File: src/sv/slc_pkg.sv
// ----------------------------------------------------------------------------
// slc_pkg: shared constants and elaboration-time table functions
// Register codes, clamp limits, reset values and the generators for the
// log2 and fractional base-2 exponent tables of the compressor core.
// ----------------------------------------------------------------------------
package slc_pkg;

    // Default sizes
    localparam int SAMPLE_BITS_DEF       = 16;
    localparam int ENVELOPE_BITS_DEF     = 24;
    localparam int LOG_TABLE_ENTRIES_DEF = 64;

    // Configuration port
    localparam int CFG_INDEX_W = 3;
    localparam int CFG_DATA_W  = 17;

    localparam logic [CFG_INDEX_W-1:0] CFG_THRESHOLD = 3'd0;
    localparam logic [CFG_INDEX_W-1:0] CFG_INV_RATIO = 3'd1;
    localparam logic [CFG_INDEX_W-1:0] CFG_ATTACK    = 3'd2;
    localparam logic [CFG_INDEX_W-1:0] CFG_RELEASE   = 3'd3;
    localparam logic [CFG_INDEX_W-1:0] CFG_MAKEUP    = 3'd4;

    // Reset values
    localparam logic signed [14:0] THRESHOLD_RST = -15'sd5120;
    localparam logic [16:0]        INV_RATIO_RST = 17'd16384;
    localparam logic [15:0]        ATTACK_RST    = 16'd65400;
    localparam logic [15:0]        RELEASE_RST   = 16'd65522;
    localparam logic [15:0]        MAKEUP_RST    = 16'd4096;

    // Clamp limits
    localparam logic signed [14:0] THRESHOLD_MIN = -15'sd15360;
    localparam logic [16:0]        INV_RATIO_MIN = 17'd3277;
    localparam logic [16:0]        INV_RATIO_MAX = 17'd65536;
    localparam logic [15:0]        MAKEUP_MAX    = 16'd40960;

    // Unit conversion factors, Q16
    localparam int DB_PER_OCTAVE_Q16 = 394566;
    localparam int OCTAVE_PER_DB_Q16 = 10885;

    // Truncated integer square root
    function automatic logic [63:0] isqrt(input logic [63:0] n_in);
        logic [63:0] n;
        logic [63:0] r;
        logic [63:0] b;
        n = n_in;
        r = 64'd0;
        b = 64'h4000_0000_0000_0000;
        for (int i = 0; i < 32; i++) begin
            if (n >= r + b) begin
                n = n - (r + b);
                r = (r >> 1) + b;
            end else begin
                r = r >> 1;
            end
            b = b >> 2;
        end
        return r;
    endfunction

    // Shift-subtract long division of 64-bit values
    function automatic logic [63:0] long_div(input logic [63:0] num, input logic [63:0] den);
        logic [63:0] q;
        logic [64:0] rem;
        q   = 64'd0;
        rem = 65'd0;
        for (int i = 63; i >= 0; i--) begin
            rem = {rem[63:0], num[i]};
            if (rem >= {1'b0, den}) begin
                rem  = rem - {1'b0, den};
                q[i] = 1'b1;
            end
        end
        return q;
    endfunction

    // log2(1 + k/n) in Q16 by repeated squaring in Q30
    function automatic logic [15:0] log_entry(input int k, input int n);
        logic [63:0] x;
        logic [15:0] res;
        x   = long_div((64'(n) + 64'(k)) << 30, 64'(n));
        res = 16'd0;
        for (int b = 0; b < 16; b++) begin
            x   = (x * x) >> 30;
            res = res << 1;
            if (x >= (64'd2 << 30)) begin
                res[0] = 1'b1;
                x      = x >> 1;
            end
        end
        return res;
    endfunction

    // 2^-(2^-(16-j)) in Q30 for fraction bit j
    function automatic logic [30:0] exp_const(input int j);
        logic [63:0] t;
        t = isqrt(64'd1 << 59);
        for (int i = 15; i > j; i--) begin
            t = isqrt(t << 30);
        end
        return t[30:0];
    endfunction

endpackage

File: src/sv/stereo_linked_compressor_core.sv
// ----------------------------------------------------------------------------
// stereo_linked_compressor_core: stereo-linked feed-forward compressor
// The shared multiplier and the bit-serial exponent loop process one pair
//   at a time; the result then waits until the output register is free.
// Input is taken only when idle, so a new pair is accepted only once the
//   previous result has been loaded into the output register.
// Reset (aresetn low, synchronous): envelope cleared, registers to defaults.
// ----------------------------------------------------------------------------
module stereo_linked_compressor_core #(
    parameter int SAMPLE_BITS       = slc_pkg::SAMPLE_BITS_DEF,
    parameter int ENVELOPE_BITS     = slc_pkg::ENVELOPE_BITS_DEF,
    parameter int LOG_TABLE_ENTRIES = slc_pkg::LOG_TABLE_ENTRIES_DEF
) (
    input  logic                               aclk,
    input  logic                               aresetn,
    // input pairs
    input  logic                               s_tvalid,
    output logic                               s_tready,
    // tdata: left_sample, right_sample (low bits up), zero padded
    input  logic [((2*SAMPLE_BITS+7)/8)*8-1:0] s_tdata,
    input  logic                               s_tlast,   // block_last
    // results
    output logic                               m_tvalid,
    input  logic                               m_tready,
    // tdata: left_out, right_out (low bits up), zero padded
    output logic [((2*SAMPLE_BITS+7)/8)*8-1:0] m_tdata,
    output logic                               m_tlast,   // block_last_out
    // register writes
    input  logic                               cfg_valid,
    output logic                               cfg_ready,
    input  logic [slc_pkg::CFG_INDEX_W-1:0]    cfg_index,
    input  logic [slc_pkg::CFG_DATA_W-1:0]     cfg_data
);

    localparam int S   = SAMPLE_BITS;
    localparam int E   = ENVELOPE_BITS;
    localparam int DW  = ((2*S+7)/8)*8;
    localparam int W   = (E + 1 > 32) ? E + 1 : 32;
    localparam int P2  = 2*W;
    localparam int PW  = $clog2(E);
    localparam int KW  = (LOG_TABLE_ENTRIES > 1) ? $clog2(LOG_TABLE_ENTRIES) : 1;
    localparam int LGW = PW + 18;
    localparam int DBW = 18;
    localparam int MW  = 24;

    typedef enum logic [19:0] {
        ST_IDLE  = 20'h00001,
        ST_ENV1  = 20'h00002,
        ST_ENV2  = 20'h00004,
        ST_ENV3  = 20'h00008,
        ST_NORM  = 20'h00010,
        ST_FRAC1 = 20'h00020,
        ST_FRAC2 = 20'h00040,
        ST_DB1   = 20'h00080,
        ST_DB2   = 20'h00100,
        ST_RED1  = 20'h00200,
        ST_RED2  = 20'h00400,
        ST_M1    = 20'h00800,
        ST_M2    = 20'h01000,
        ST_EXPI  = 20'h02000,
        ST_EXPC  = 20'h04000,
        ST_GAIN1 = 20'h08000,
        ST_GAIN2 = 20'h10000,
        ST_OUTL  = 20'h20000,
        ST_OUTR  = 20'h40000,
        ST_OUTW  = 20'h80000
    } state_t;

    // Constant tables
    logic [15:0] log_tab [LOG_TABLE_ENTRIES];
    logic [30:0] exp_tab [16];

    for (genvar gi = 0; gi < LOG_TABLE_ENTRIES; gi++) begin : g_log
        localparam logic [15:0] LOG_VAL = slc_pkg::log_entry(gi, LOG_TABLE_ENTRIES);
        assign log_tab[gi] = LOG_VAL;
    end

    for (genvar gj = 0; gj < 16; gj++) begin : g_exp
        localparam logic [30:0] EXP_VAL = slc_pkg::exp_const(gj);
        assign exp_tab[gj] = EXP_VAL;
    end

    // Registers
    state_t                  state_reg, state_next;
    logic signed [14:0]      thr_reg, thr_next;
    logic [16:0]             inv_reg, inv_next;
    logic [15:0]             att_reg, att_next;
    logic [15:0]             rel_reg, rel_next;
    logic [15:0]             mk_reg, mk_next;
    logic [E-1:0]            env_reg, env_next;
    logic                    mv_reg, mv_next;

    logic signed [S-1:0]     l_reg, l_next;
    logic signed [S-1:0]     r_reg, r_next;
    logic                    last_reg, last_next;
    logic [E-1:0]            det_reg, det_next;
    logic [15:0]             c_reg, c_next;
    logic [E+16:0]           acc_reg, acc_next;
    logic [KW-1:0]           k_reg, k_next;
    logic signed [DBW-1:0]   db_reg, db_next;
    logic                    pos_reg, pos_next;
    logic [15:0]             red_reg, red_next;
    logic [MW-1:0]           m_reg, m_next;
    logic [30:0]             g_reg, g_next;
    logic [3:0]              bit_reg, bit_next;
    logic [16:0]             og_reg, og_next;
    logic [S-1:0]            lres_reg, lres_next;
    logic [S-1:0]            outl_reg, outl_next;
    logic [S-1:0]            outr_reg, outr_next;
    logic                    outlast_reg, outlast_next;

    // Shared units
    logic signed [W-1:0]     mul_a;
    logic signed [W-1:0]     mul_b;
    logic signed [P2-1:0]    prod_reg;
    logic                    norm_start;
    logic                    norm_done;
    logic [E-1:0]            norm_x;
    logic [PW-1:0]           norm_p;

    slc_mul #(.W(W)) u_mul (
        .aclk     (aclk),
        .mul_a    (mul_a),
        .mul_b    (mul_b),
        .prod_reg (prod_reg)
    );

    slc_norm #(.ENVELOPE_BITS(E)) u_norm (
        .aclk    (aclk),
        .aresetn (aresetn),
        .start   (norm_start),
        .value   ((env_next == '0) ? E'(1) : env_next),
        .done    (norm_done),
        .x_reg   (norm_x),
        .p_reg   (norm_p)
    );

    // Clamped register views
    logic signed [14:0]      thr_c;
    logic [16:0]             inv_c;
    logic [15:0]             mk_c;
    logic [16:0]             ratio_d;

    always_comb begin
        thr_c = thr_reg;
        if (thr_reg < slc_pkg::THRESHOLD_MIN) begin
            thr_c = slc_pkg::THRESHOLD_MIN;
        end else if (thr_reg > 15'sd0) begin
            thr_c = 15'sd0;
        end
        inv_c = inv_reg;
        if (inv_reg < slc_pkg::INV_RATIO_MIN) begin
            inv_c = slc_pkg::INV_RATIO_MIN;
        end else if (inv_reg > slc_pkg::INV_RATIO_MAX) begin
            inv_c = slc_pkg::INV_RATIO_MAX;
        end
        mk_c    = (mk_reg > slc_pkg::MAKEUP_MAX) ? slc_pkg::MAKEUP_MAX : mk_reg;
        ratio_d = slc_pkg::INV_RATIO_MAX - inv_c;
    end

    // Input detector
    logic signed [S-1:0]     in_l;
    logic signed [S-1:0]     in_r;
    logic [S-1:0]            abs_l;
    logic [S-1:0]            abs_r;
    logic [E-1:0]            in_det;

    assign in_l   = s_tdata[S-1:0];
    assign in_r   = s_tdata[2*S-1:S];
    assign abs_l  = in_l[S-1] ? S'(-in_l) : S'(in_l);
    assign abs_r  = in_r[S-1] ? S'(-in_r) : S'(in_r);
    assign in_det = E'((abs_l > abs_r) ? abs_l : abs_r) << (E - S);

    // Derived datapath values
    logic [15:0]             frac;
    logic signed [PW+1:0]    p_exp;
    logic signed [LGW-1:0]   lg;
    logic signed [DBW:0]     over;
    logic [7:0]              m_int;
    logic [30:0]             g_shift;
    logic [E+17:0]           env_sum;

    assign frac    = 16'({norm_x, 16'h0000} >> (E - 1));
    assign p_exp   = $signed({2'b00, norm_p}) - $signed((PW+2)'(E - 1));
    assign lg      = $signed({p_exp, 16'h0000}) + $signed({{(PW+2){1'b0}}, log_tab[k_reg]});
    assign over    = (DBW+1)'(db_reg) - (DBW+1)'(thr_c);
    assign m_int   = m_reg[MW-1:16];
    assign g_shift = (m_int >= 8'd31) ? 31'd0 : (g_reg >> m_int);
    assign env_sum = (E+18)'(acc_reg) + (E+18)'(prod_reg) + (E+18)'(32768);

    // Round, shift by 12 and saturate one output sample
    function automatic logic [S-1:0] sat_sample(input logic signed [P2-1:0] pr);
        logic signed [P2-1:0] y;
        logic signed [P2-1:0] lim_hi;
        logic signed [P2-1:0] lim_lo;
        y      = (pr + P2'(2048)) >>> 12;
        lim_hi = P2'((64'd1 << (S - 1)) - 64'd1);
        lim_lo = -(P2'(64'd1 << (S - 1)));
        if (y > lim_hi) begin
            y = lim_hi;
        end else if (y < lim_lo) begin
            y = lim_lo;
        end
        return S'(y);
    endfunction

    // Steer multiplier operands
    always_comb begin
        mul_a = '0;
        mul_b = '0;
        case (state_reg)
            ST_ENV1: begin
                mul_a = W'(c_reg);
                mul_b = W'(env_reg);
            end
            ST_ENV2: begin
                mul_a = W'(17'h10000 - {1'b0, c_reg});
                mul_b = W'(det_reg);
            end
            ST_FRAC1: begin
                mul_a = W'(frac);
                mul_b = W'(LOG_TABLE_ENTRIES);
            end
            ST_DB1: begin
                mul_a = W'(lg);
                mul_b = W'(slc_pkg::DB_PER_OCTAVE_Q16);
            end
            ST_RED1: begin
                mul_a = W'(over);
                mul_b = W'(ratio_d);
            end
            ST_M1: begin
                mul_a = W'(red_reg);
                mul_b = W'(slc_pkg::OCTAVE_PER_DB_Q16);
            end
            ST_EXPI: begin
                mul_a = W'(g_reg);
                mul_b = W'(exp_tab[bit_reg]);
            end
            ST_GAIN1: begin
                mul_a = W'(g_shift);
                mul_b = W'(mk_c);
            end
            ST_OUTL: begin
                mul_a = W'(l_reg);
                mul_b = W'(og_reg);
            end
            ST_OUTR, ST_OUTW: begin
                mul_a = W'(r_reg);
                mul_b = W'(og_reg);
            end
            default: begin
                mul_a = '0;
                mul_b = '0;
            end
        endcase
    end

    assign s_tready  = (state_reg == ST_IDLE);
    assign cfg_ready = 1'b1;
    assign m_tvalid  = mv_reg;
    assign m_tdata   = DW'({outr_reg, outl_reg});
    assign m_tlast   = outlast_reg;

    // Sequencer
    always_comb begin
        state_next   = state_reg;
        thr_next     = thr_reg;
        inv_next     = inv_reg;
        att_next     = att_reg;
        rel_next     = rel_reg;
        mk_next      = mk_reg;
        env_next     = env_reg;
        mv_next      = mv_reg;
        l_next       = l_reg;
        r_next       = r_reg;
        last_next    = last_reg;
        det_next     = det_reg;
        c_next       = c_reg;
        acc_next     = acc_reg;
        k_next       = k_reg;
        db_next      = db_reg;
        pos_next     = pos_reg;
        red_next     = red_reg;
        m_next       = m_reg;
        g_next       = g_reg;
        bit_next     = bit_reg;
        og_next      = og_reg;
        lres_next    = lres_reg;
        outl_next    = outl_reg;
        outr_next    = outr_reg;
        outlast_next = outlast_reg;
        norm_start   = 1'b0;

        // register writes
        if (cfg_valid) begin
            case (cfg_index)
                slc_pkg::CFG_THRESHOLD: thr_next = cfg_data[14:0];
                slc_pkg::CFG_INV_RATIO: inv_next = cfg_data[16:0];
                slc_pkg::CFG_ATTACK:    att_next = cfg_data[15:0];
                slc_pkg::CFG_RELEASE:   rel_next = cfg_data[15:0];
                slc_pkg::CFG_MAKEUP:    mk_next  = cfg_data[15:0];
                default: ;
            endcase
        end

        // drop the result once the output transfer completes
        if (mv_reg && m_tready) begin
            mv_next = 1'b0;
        end

        case (state_reg)
            ST_IDLE: begin
                if (s_tvalid) begin
                    l_next     = in_l;
                    r_next     = in_r;
                    last_next  = s_tlast;
                    det_next   = in_det;
                    c_next     = (in_det > env_reg) ? att_reg : rel_reg;
                    state_next = ST_ENV1;
                end
            end
            ST_ENV1: state_next = ST_ENV2;
            ST_ENV2: begin
                acc_next   = (E+17)'(prod_reg);
                state_next = ST_ENV3;
            end
            ST_ENV3: begin
                env_next   = E'(env_sum >> 16);
                norm_start = 1'b1;
                state_next = ST_NORM;
            end
            ST_NORM: begin
                if (norm_done) begin
                    state_next = ST_FRAC1;
                end
            end
            ST_FRAC1: state_next = ST_FRAC2;
            ST_FRAC2: begin
                k_next     = KW'(prod_reg >> 16);
                state_next = ST_DB1;
            end
            ST_DB1: state_next = ST_DB2;
            ST_DB2: begin
                db_next    = DBW'(prod_reg >>> 24);
                state_next = ST_RED1;
            end
            ST_RED1: begin
                pos_next   = (over > 0);
                state_next = ST_RED2;
            end
            ST_RED2: begin
                red_next   = pos_reg ? 16'((prod_reg + P2'(32768)) >>> 16) : 16'd0;
                state_next = ST_M1;
            end
            ST_M1: state_next = ST_M2;
            ST_M2: begin
                m_next     = MW'((prod_reg + P2'(128)) >>> 8);
                g_next     = 31'h4000_0000;
                bit_next   = 4'd15;
                state_next = ST_EXPI;
            end
            ST_EXPI: begin
                if (m_reg[bit_reg]) begin
                    state_next = ST_EXPC;
                end else if (bit_reg == 4'd0) begin
                    state_next = ST_GAIN1;
                end else begin
                    bit_next = bit_reg - 4'd1;
                end
            end
            ST_EXPC: begin
                g_next = 31'((prod_reg + P2'(64'd1 << 29)) >>> 30);
                if (bit_reg == 4'd0) begin
                    state_next = ST_GAIN1;
                end else begin
                    bit_next   = bit_reg - 4'd1;
                    state_next = ST_EXPI;
                end
            end
            ST_GAIN1: state_next = ST_GAIN2;
            ST_GAIN2: begin
                og_next    = 17'((prod_reg + P2'(64'd1 << 29)) >>> 30);
                state_next = ST_OUTL;
            end
            ST_OUTL: state_next = ST_OUTR;
            ST_OUTR: begin
                lres_next  = sat_sample(prod_reg);
                state_next = ST_OUTW;
            end
            ST_OUTW: begin
                // hold until the output register is free
                if (!mv_reg || m_tready) begin
                    outl_next    = lres_reg;
                    outr_next    = sat_sample(prod_reg);
                    outlast_next = last_reg;
                    mv_next      = 1'b1;
                    state_next   = ST_IDLE;
                end
            end
            default: state_next = ST_IDLE;
        endcase
    end

    // Control state and registers
    always_ff @(posedge aclk) begin
        if (!aresetn) begin
            state_reg <= ST_IDLE;
            thr_reg   <= slc_pkg::THRESHOLD_RST;
            inv_reg   <= slc_pkg::INV_RATIO_RST;
            att_reg   <= slc_pkg::ATTACK_RST;
            rel_reg   <= slc_pkg::RELEASE_RST;
            mk_reg    <= slc_pkg::MAKEUP_RST;
            env_reg   <= '0;
            mv_reg    <= 1'b0;
        end else begin
            state_reg <= state_next;
            thr_reg   <= thr_next;
            inv_reg   <= inv_next;
            att_reg   <= att_next;
            rel_reg   <= rel_next;
            mk_reg    <= mk_next;
            env_reg   <= env_next;
            mv_reg    <= mv_next;
        end
    end

    // Datapath registers
    always_ff @(posedge aclk) begin
        l_reg       <= l_next;
        r_reg       <= r_next;
        last_reg    <= last_next;
        det_reg     <= det_next;
        c_reg       <= c_next;
        acc_reg     <= acc_next;
        k_reg       <= k_next;
        db_reg      <= db_next;
        pos_reg     <= pos_next;
        red_reg     <= red_next;
        m_reg       <= m_next;
        g_reg       <= g_next;
        bit_reg     <= bit_next;
        og_reg      <= og_next;
        lres_reg    <= lres_next;
        outl_reg    <= outl_next;
        outr_reg    <= outr_next;
        outlast_reg <= outlast_next;
    end

endmodule

File: src/sv/slc_mul.sv
// ----------------------------------------------------------------------------
// slc_mul: shared signed multiplier
// One registered signed product; the sequencer steers operands each cycle
// and picks up the product in the following cycle.
// ----------------------------------------------------------------------------
module slc_mul #(
    parameter int W = 32
) (
    input  logic                  aclk,
    input  logic signed [W-1:0]   mul_a,
    input  logic signed [W-1:0]   mul_b,
    output logic signed [2*W-1:0] prod_reg
);

    // Register the product
    always_ff @(posedge aclk) begin
        prod_reg <= mul_a * mul_b;
    end

endmodule

File: src/sv/slc_norm.sv
// ----------------------------------------------------------------------------
// slc_norm: iterative leading-one normalizer
// Binary search over shifts of halving size; leaves the value with its top
// bit set and the position of the original leading one.
// ----------------------------------------------------------------------------
module slc_norm #(
    parameter int ENVELOPE_BITS = slc_pkg::ENVELOPE_BITS_DEF
) (
    input  logic                             aclk,
    input  logic                             aresetn,
    input  logic                             start,
    input  logic [ENVELOPE_BITS-1:0]         value,
    output logic                             done,
    output logic [ENVELOPE_BITS-1:0]         x_reg,
    output logic [$clog2(ENVELOPE_BITS)-1:0] p_reg
);

    localparam int NS = $clog2(ENVELOPE_BITS);

    logic [ENVELOPE_BITS-1:0] x_next;
    logic [NS-1:0]            p_next;
    logic [NS-1:0]            sh_reg;
    logic [NS-1:0]            sh_next;
    logic [ENVELOPE_BITS-1:0] top_mask;

    assign done     = (sh_reg == '0);
    assign top_mask = ~({ENVELOPE_BITS{1'b1}} >> sh_reg);

    // Load on start, then shift out leading zeros one step per cycle
    always_comb begin
        x_next  = x_reg;
        p_next  = p_reg;
        sh_next = sh_reg;
        if (start) begin
            x_next  = value;
            p_next  = NS'(ENVELOPE_BITS - 1);
            sh_next = NS'(1) << (NS - 1);
        end else if (sh_reg != '0) begin
            if ((x_reg & top_mask) == '0) begin
                x_next = x_reg << sh_reg;
                p_next = p_reg - sh_reg;
            end
            sh_next = sh_reg >> 1;
        end
    end

    always_ff @(posedge aclk) begin
        if (!aresetn) begin
            sh_reg <= '0;
        end else begin
            sh_reg <= sh_next;
        end
    end

    always_ff @(posedge aclk) begin
        x_reg <= x_next;
        p_reg <= p_next;
    end

endmodule
File: config.mk
export PLATFORM = sky130hd
export DESIGN_NAME = stereo_linked_compressor_core
export DESIGN_NICKNAME = d
export VERILOG_FILES = /design/src/sv/slc_pkg.sv /design/src/sv/stereo_linked_compressor_core.sv /design/src/sv/slc_mul.sv /design/src/sv/slc_norm.sv
export SDC_FILE = /design/constraint.sdc
export NUM_CORES = 2
export LEC_CHECK = 0
export ABC_AREA = 1
export BUFFER_PORTS_ARGS = -buffer_cell sky130_fd_sc_hd__buf_2
export CAP_MARGIN = 20
export CORE_MARGIN = 4
export CORE_UTILIZATION = 27
export CTS_CLUSTER_SIZE = 16
export DETAILED_ROUTE_END_ITERATION = 8
export SYNTH_ARGS = -nofsm -noshare
export SYNTH_HDL_FRONTEND = slang
export SYNTH_SLANG_ARGS = --single-unit
File: constraint.sdc
create_clock -name aclk -period 13.15 [get_ports aclk]
set_input_delay 3.945 -clock aclk [delete_from_list [all_inputs] [get_ports aclk]]
set_output_delay 3.945 -clock aclk [all_outputs]
set_load 0.01 [all_outputs]
# Word-level counts from Yosys, hierarchy flattened
# Memories as Yosys holds them, arrays and structs flattened.
# Index checks and enable logic that the tools add are counted.
# Widths: inputs -> output; s select.
# totals
reg_bits	494
latch_bits	0
mem_bits_rw	0
mem_bits_ro	1520
in_bits	58
output_inout_bits	36
elab_cells	169
mem_count	2
# classes
addsub	15
n_mul	1
div	0
n_lt_le_gt_ge	14
n_eq_ne	29
shift	3
muxes	42
bitwise_logic	5
n_reduce_logical	27
# memory_table
name	depth	word_bits	read_ports	rd_ports_with_merged_regs	write_ports	line_no	text
(no name shown)	64	16	1	0	0	stereo_linked_compressor_core.sv:185	assign lg = $signed({p_exp, 16'h0000}) + $signed({{(PW+2){1'b0}}, log_tab[k_reg]});
(no name shown)	16	31	1	0	0	stereo_linked_compressor_core.sv:238	mul_b = W'(exp_tab[bit_reg]);
# ops
operator	count
$pmux 20 s20	1
$pmux 32 s10	1
$pmux 31 s9	1
$mux 16	10
$mux 24	5
$mux 20	5
$mux 31	3
$add 64x13->64 const B	1
$mul 32x32->64	1
$pmux 31 s2	1
$add 61x30->61 const B	1
$gt 52x16->1 const B	1
$lt 52x16->1 const B	1
$logic_not 24->1	2
$add 40x16->40 const B	1
$add 40x40->40	1
$mux 17	2
$add 32x17->32 const B	1
$add 32x9->32 const B	1
$neg 16->16	2
$shr 31x8->31	1
$mux 15	2
$and 24x24->24	1
$gt 24x24->1	1
other kinds (67)	89

# Longest topological paths before layout
# depth
ltp_word	7
ltp_mapped	51
depth_no_buf	49

# Hierarchy
# From an unflattened synthesis, not the netlist that was laid out.
# unflattened
hier_cells	9834
hier_area_um2	72560.8
# by_module_without_submodules
module	n_inst	cells_per_inst	area_each_um2	seq_area_each_um2
slc_mul	1	5316	40983.1	1281.2
stereo_linked_compressor_core	1	4058	28661.2	10640.2
slc_norm	1	460	2916.5	920.9

# Worst setup path before layout
# Ideal clock, no wire load.
# synth_timing
kind	reg2reg
from	register thr_reg[2]
to	register u_mul.prod_reg[57]
setup_ns	0.120
arrival_ns	9.957
required_time_ns	13.030
slack_ns	3.073
stages_incl_launch_ff	42
n_path_buf	3
period_less_slack_ns	10.077
cell_sequence	dfxtp_1 > nor4_1 > nand4_1 > nand2_1 > clkbuf_1 > nand2_1 > ha_1 > nand2_1 > nor4_2 > nand4_1 > nand3_1 > nand2_1 > nand2_1 > inv_1 > nand2_1 > nand2_2 > nor2_4 > buf_6 > [6 not listed] > inv_1 > fa_1 > inv_1 > fa_1 > inv_1 > fa_1 > fa_1 > inv_1 > fa_1 > inv_1 > ha_1 > a21oi_1 > inv_1 > a31oi_1 > o21ai_0 > a221oi_1 > nand2_1 > xor2_1
# synth_via
elab_chain_len	6
# synth_lines
item	line_no	text
from (decl)	stereo_linked_compressor_core.sv:85	logic signed [14:0] thr_reg, thr_next;
from (signal assigned)	stereo_linked_compressor_core.sv:409	thr_reg <= slc_pkg::THRESHOLD_RST;
from (signal assigned)	stereo_linked_compressor_core.sv:418	thr_reg <= thr_next;
$gt 15x1->1	stereo_linked_compressor_core.sv:148	end else if (thr_reg > 15'sd0) begin
$mux 15	stereo_linked_compressor_core.sv:148	
$mux 15 (*)	stereo_linked_compressor_core.sv:146	if (thr_reg < slc_pkg::THRESHOLD_MIN) begin
$sub 18x15->19 (*)	stereo_linked_compressor_core.sv:186	assign over = (DBW+1)'(db_reg) - (DBW+1)'(thr_c);
$pmux 32 s10 (*)	stereo_linked_compressor_core.sv:211	case (state_reg)
$mul 32x32->64 (*)	slc_mul.sv:17	prod_reg <= mul_a * mul_b;
to (signal assigned)	slc_mul.sv:17	
to (decl)	slc_mul.sv:12	output logic signed [2*W-1:0] prod_reg
# Every way passes the cells marked *; elsewhere a longest branch is shown, timed or not.
# A chain may end at the register's enable or synchronous reset.

# Worst setup path in the final report
# layout_timing
from	register bit_reg[0]
to	register u_mul.prod_reg[53]
# layout_via
elab_chain_len	6
# layout_lines
item	line_no	text
from (decl)	stereo_linked_compressor_core.sv:105	logic [3:0] bit_reg, bit_next;
from (signal assigned)	stereo_linked_compressor_core.sv:442	bit_reg <= bit_next;
$not 4->5 (not written as such)	stereo_linked_compressor_core.sv:238	
$mem_v2 16x31	--	
$mux 31 (not written as such) (2 in a row)	stereo_linked_compressor_core.sv:238	
$pmux 31 s9	stereo_linked_compressor_core.sv:211	
$mul 32x32->64	slc_mul.sv:17	
# No other way between the ends. The select of a mux whose other input is x is not followed.

==> results.md <==
* Setup ws final at 1.43 ns
* Reg2reg path depth at 33
* Share of layout cells above drive strength 1 at 5.70%
* CP startpoint kind: flop
* Die height at 512 µm
* Leak pwr at 36.3 nW
* DR WL/cell at 22.3 µm
* Die area at 0.262 mm²
* H-tree depth at 2
* Starting Density at 27.2%
* Routed WL at 272 mm
* RSZ-0062 raised after global routing: false
* Register area at 0.0128 mm²
* Via count at 60,300
* RR Startpoint: bit_reg[0]
* Setup CP Type: flop to flop
* EDFF count, synth at 295
* Cell taking the most area after synthesis: fa_1
* Drt via density at 4.95
* Worst hold path depth at 0
* Post-cts repair resize count at 0
* GRT Overall Usage at 20.3%
* Final hold vios at 0
* Clk slew on worst S/H paths at 0.07 ns
* HPWL after DPL at 221 mm
* Critical Path Sink Type: flop
* Worst-path fanout max at 25
* Critical path arrival at 12.24 ns
* Flop2flop setup slack at 1.43 ns
* Final nets at 10,200
* Post-DP Area at 0.0728 mm²
* Die X at 512 µm
* Slew @ Worst Pin at 1.27 ns
* Clk_skew at 0.0753 ns
* Status: finished clean
* FF+latch count, synth at 494
* Synth top area cells: fa_1, edfxtp_1, inv_1, nand2_1, ha_1
* Sink Count at 494
* First-pass GRT wire length at 398 mm
* Initial antenna violation count at 14
* FMAX at 85.3 MHz
* Drt pass-1 iters at 6
* Util after Layout at 29.6%
* Most frequent CP cell: inv_1
* Post-CTS setup buffer count at 0
* DR DRC count at 0
* Avg Inst Size Synth at 7.77 µm²
* Pwr Density at 85.2 mW/mm²
* Root buf cell: clkbuf_16
* Synth-to-Final Area Change at 8.76%
* Async set-or-reset flop fraction in the synthesized netlist at 0%
* Max Root-Sink Buffers at 3
* Sequential element share of the synthesized area at 18.7%
* Fillers at 27,300
* Crit path time final at 11.72 ns
* Yosys warns at 0
* Reg2reg end: u_mul.prod_reg[53]
* Most common cell in the netlist: inv_1
* Final instance area at 0.0746 mm²
* Grt ovf at 0
* Slew headroom at 15.3%
* Hold_sp: lres_reg[0]
* Max Cap Viol at 0
* Routed Antenna Nets at 0
* Synth Flop Type: edfxtp_1
* Distinct cells, synth at 78
* DRT iter0 DRCs at 7,051
* Cts bufs inserted at 53
* Hold Buf Count CTS at 0
* Core ar. at 0.252 mm²
* CTS tree: yes
* Clock latency at the later pin of the worst-skew pair at 0.70 ns
* VDD IR max at 0.130 mV
* Placement Setup Slack at 1.55 ns
* Largest register FFs at 64
* Crit-path max cell delay at 0.90 ns
* Mapped Area at 0.0686 mm²
* FP Rows at 184
* Tcrit/Tclk final at 89.1%
* Critical Path End: u_mul.prod_reg[53]
* Area share of the largest cell type after synthesis at 29.7%
* Critical Path Start: bit_reg[0]
* # setup viols final at 0
* Final Wtd Congestion at 1.01
* HP Class: flop to flop
* Largest net degree at the start of global routing at 86
* Commonest cells post-synth: inv_1, nand2_1, fa_1
* TNS Setup at 0 ns
* I/O pins at 94
* Slowest cell on crit path: fa_1
* Port Buffers at 92
* Critical Path RT at 13.67 ns
* Multi-input logic area at 0.0468 mm²
* Hold slack at 0.420 ns
* Synth Instances at 8,822
* Vias in the first global route at 58,400
* Max-slew violation count at 0
worst max-delay path: cells and delay by family, from the launching register on:
family                   cells  cell delay (ns)
adder cells (fa/ha/maj)     10             5.86
buffers and inverters       10             2.19
AO/OA/AOI/OAI                8             1.93
flip-flops                   1             0.77
AND/OR/NAND/NOR              4             0.59
XOR/XNOR                     1             0.19
through the flow:
stage / power (mW) / instances
global placement: 4.81 / 12100
CTS: 6.37 / 12200
floorplan: 3.80 / 8842
detailed placement: 4.81 / 12100
global route: 6.76 / 12200
finish: 6.35 / 12200
area by class of cell:
cell class	count	area share [%]
well taps	3348	5.62
multi-input cells	6012	62.8
repair buffers	206	1.77
inverters	2031	10.2
diodes	8	0.0268
clock inverters	32	0.393
clock buffers	68	1.96
flip-flops and latches	494	17.2
cell usage in the layout (no fill, tap or decap), drive strengths merged, types with 32 or more instances in the layout:
master  netlist  layout
a21oi       501     501
xor2        137     137
nand4        78      78
fa         1018    1018
nor3         89      89
clkbuf      115      69
buf         190     205
nor4         32      32
nand3       304     304
edfxtp      295     295
nor2        828     828
inv        2021    2030
xnor2        47      47
ha          341     341
o21ai       444     444
nand2      1868    1868
dfxtp       199     199
a31oi        45      45
o211ai       53      53
report_power, final:
part           internal [mW]  switching (mW)  leakage, nW
sequential              1.81           0.137         4.15
clock                  0.810           0.738        0.851
combinational          0.855            2.00         31.3
total                   3.48            2.88         36.3
logic make-up after synthesis:
kind of cell / share of synthesized area [%]
AO/OA/AOI/OAI: 9.77
XOR/XNOR: 2.37
adder cells (fa/ha/maj): 35.9
buffers and inverters: 13.3
flip-flops: 18.7
multiplexers: 0.146
other: 0.0110
AND/OR/NAND/NOR: 19.7
how the worst min path moves through the flow:
stage / to / slack [ns]
floorplan: m_tlast / 0.40
global placement: outl_reg[15] / 0.40
CTS: outl_reg[14] / 0.42
global route: outl_reg[15] / 0.42
detailed placement: m_tlast / 0.41
finish: outl_reg[0] / 0.42
routing by layer:
metal,wire (µm),vias up,share of wire (%),GRT usage [%]
met4,14200,12,5.2,8.51
met1,113000,29500,42,27.8
li1,-,27000,-,-
met2,117000,3183,43,30.8
met5,81,-,0.030,0
met3,27900,587,10,4.33
Note: power is estimated with default switching activity, not from simulation.
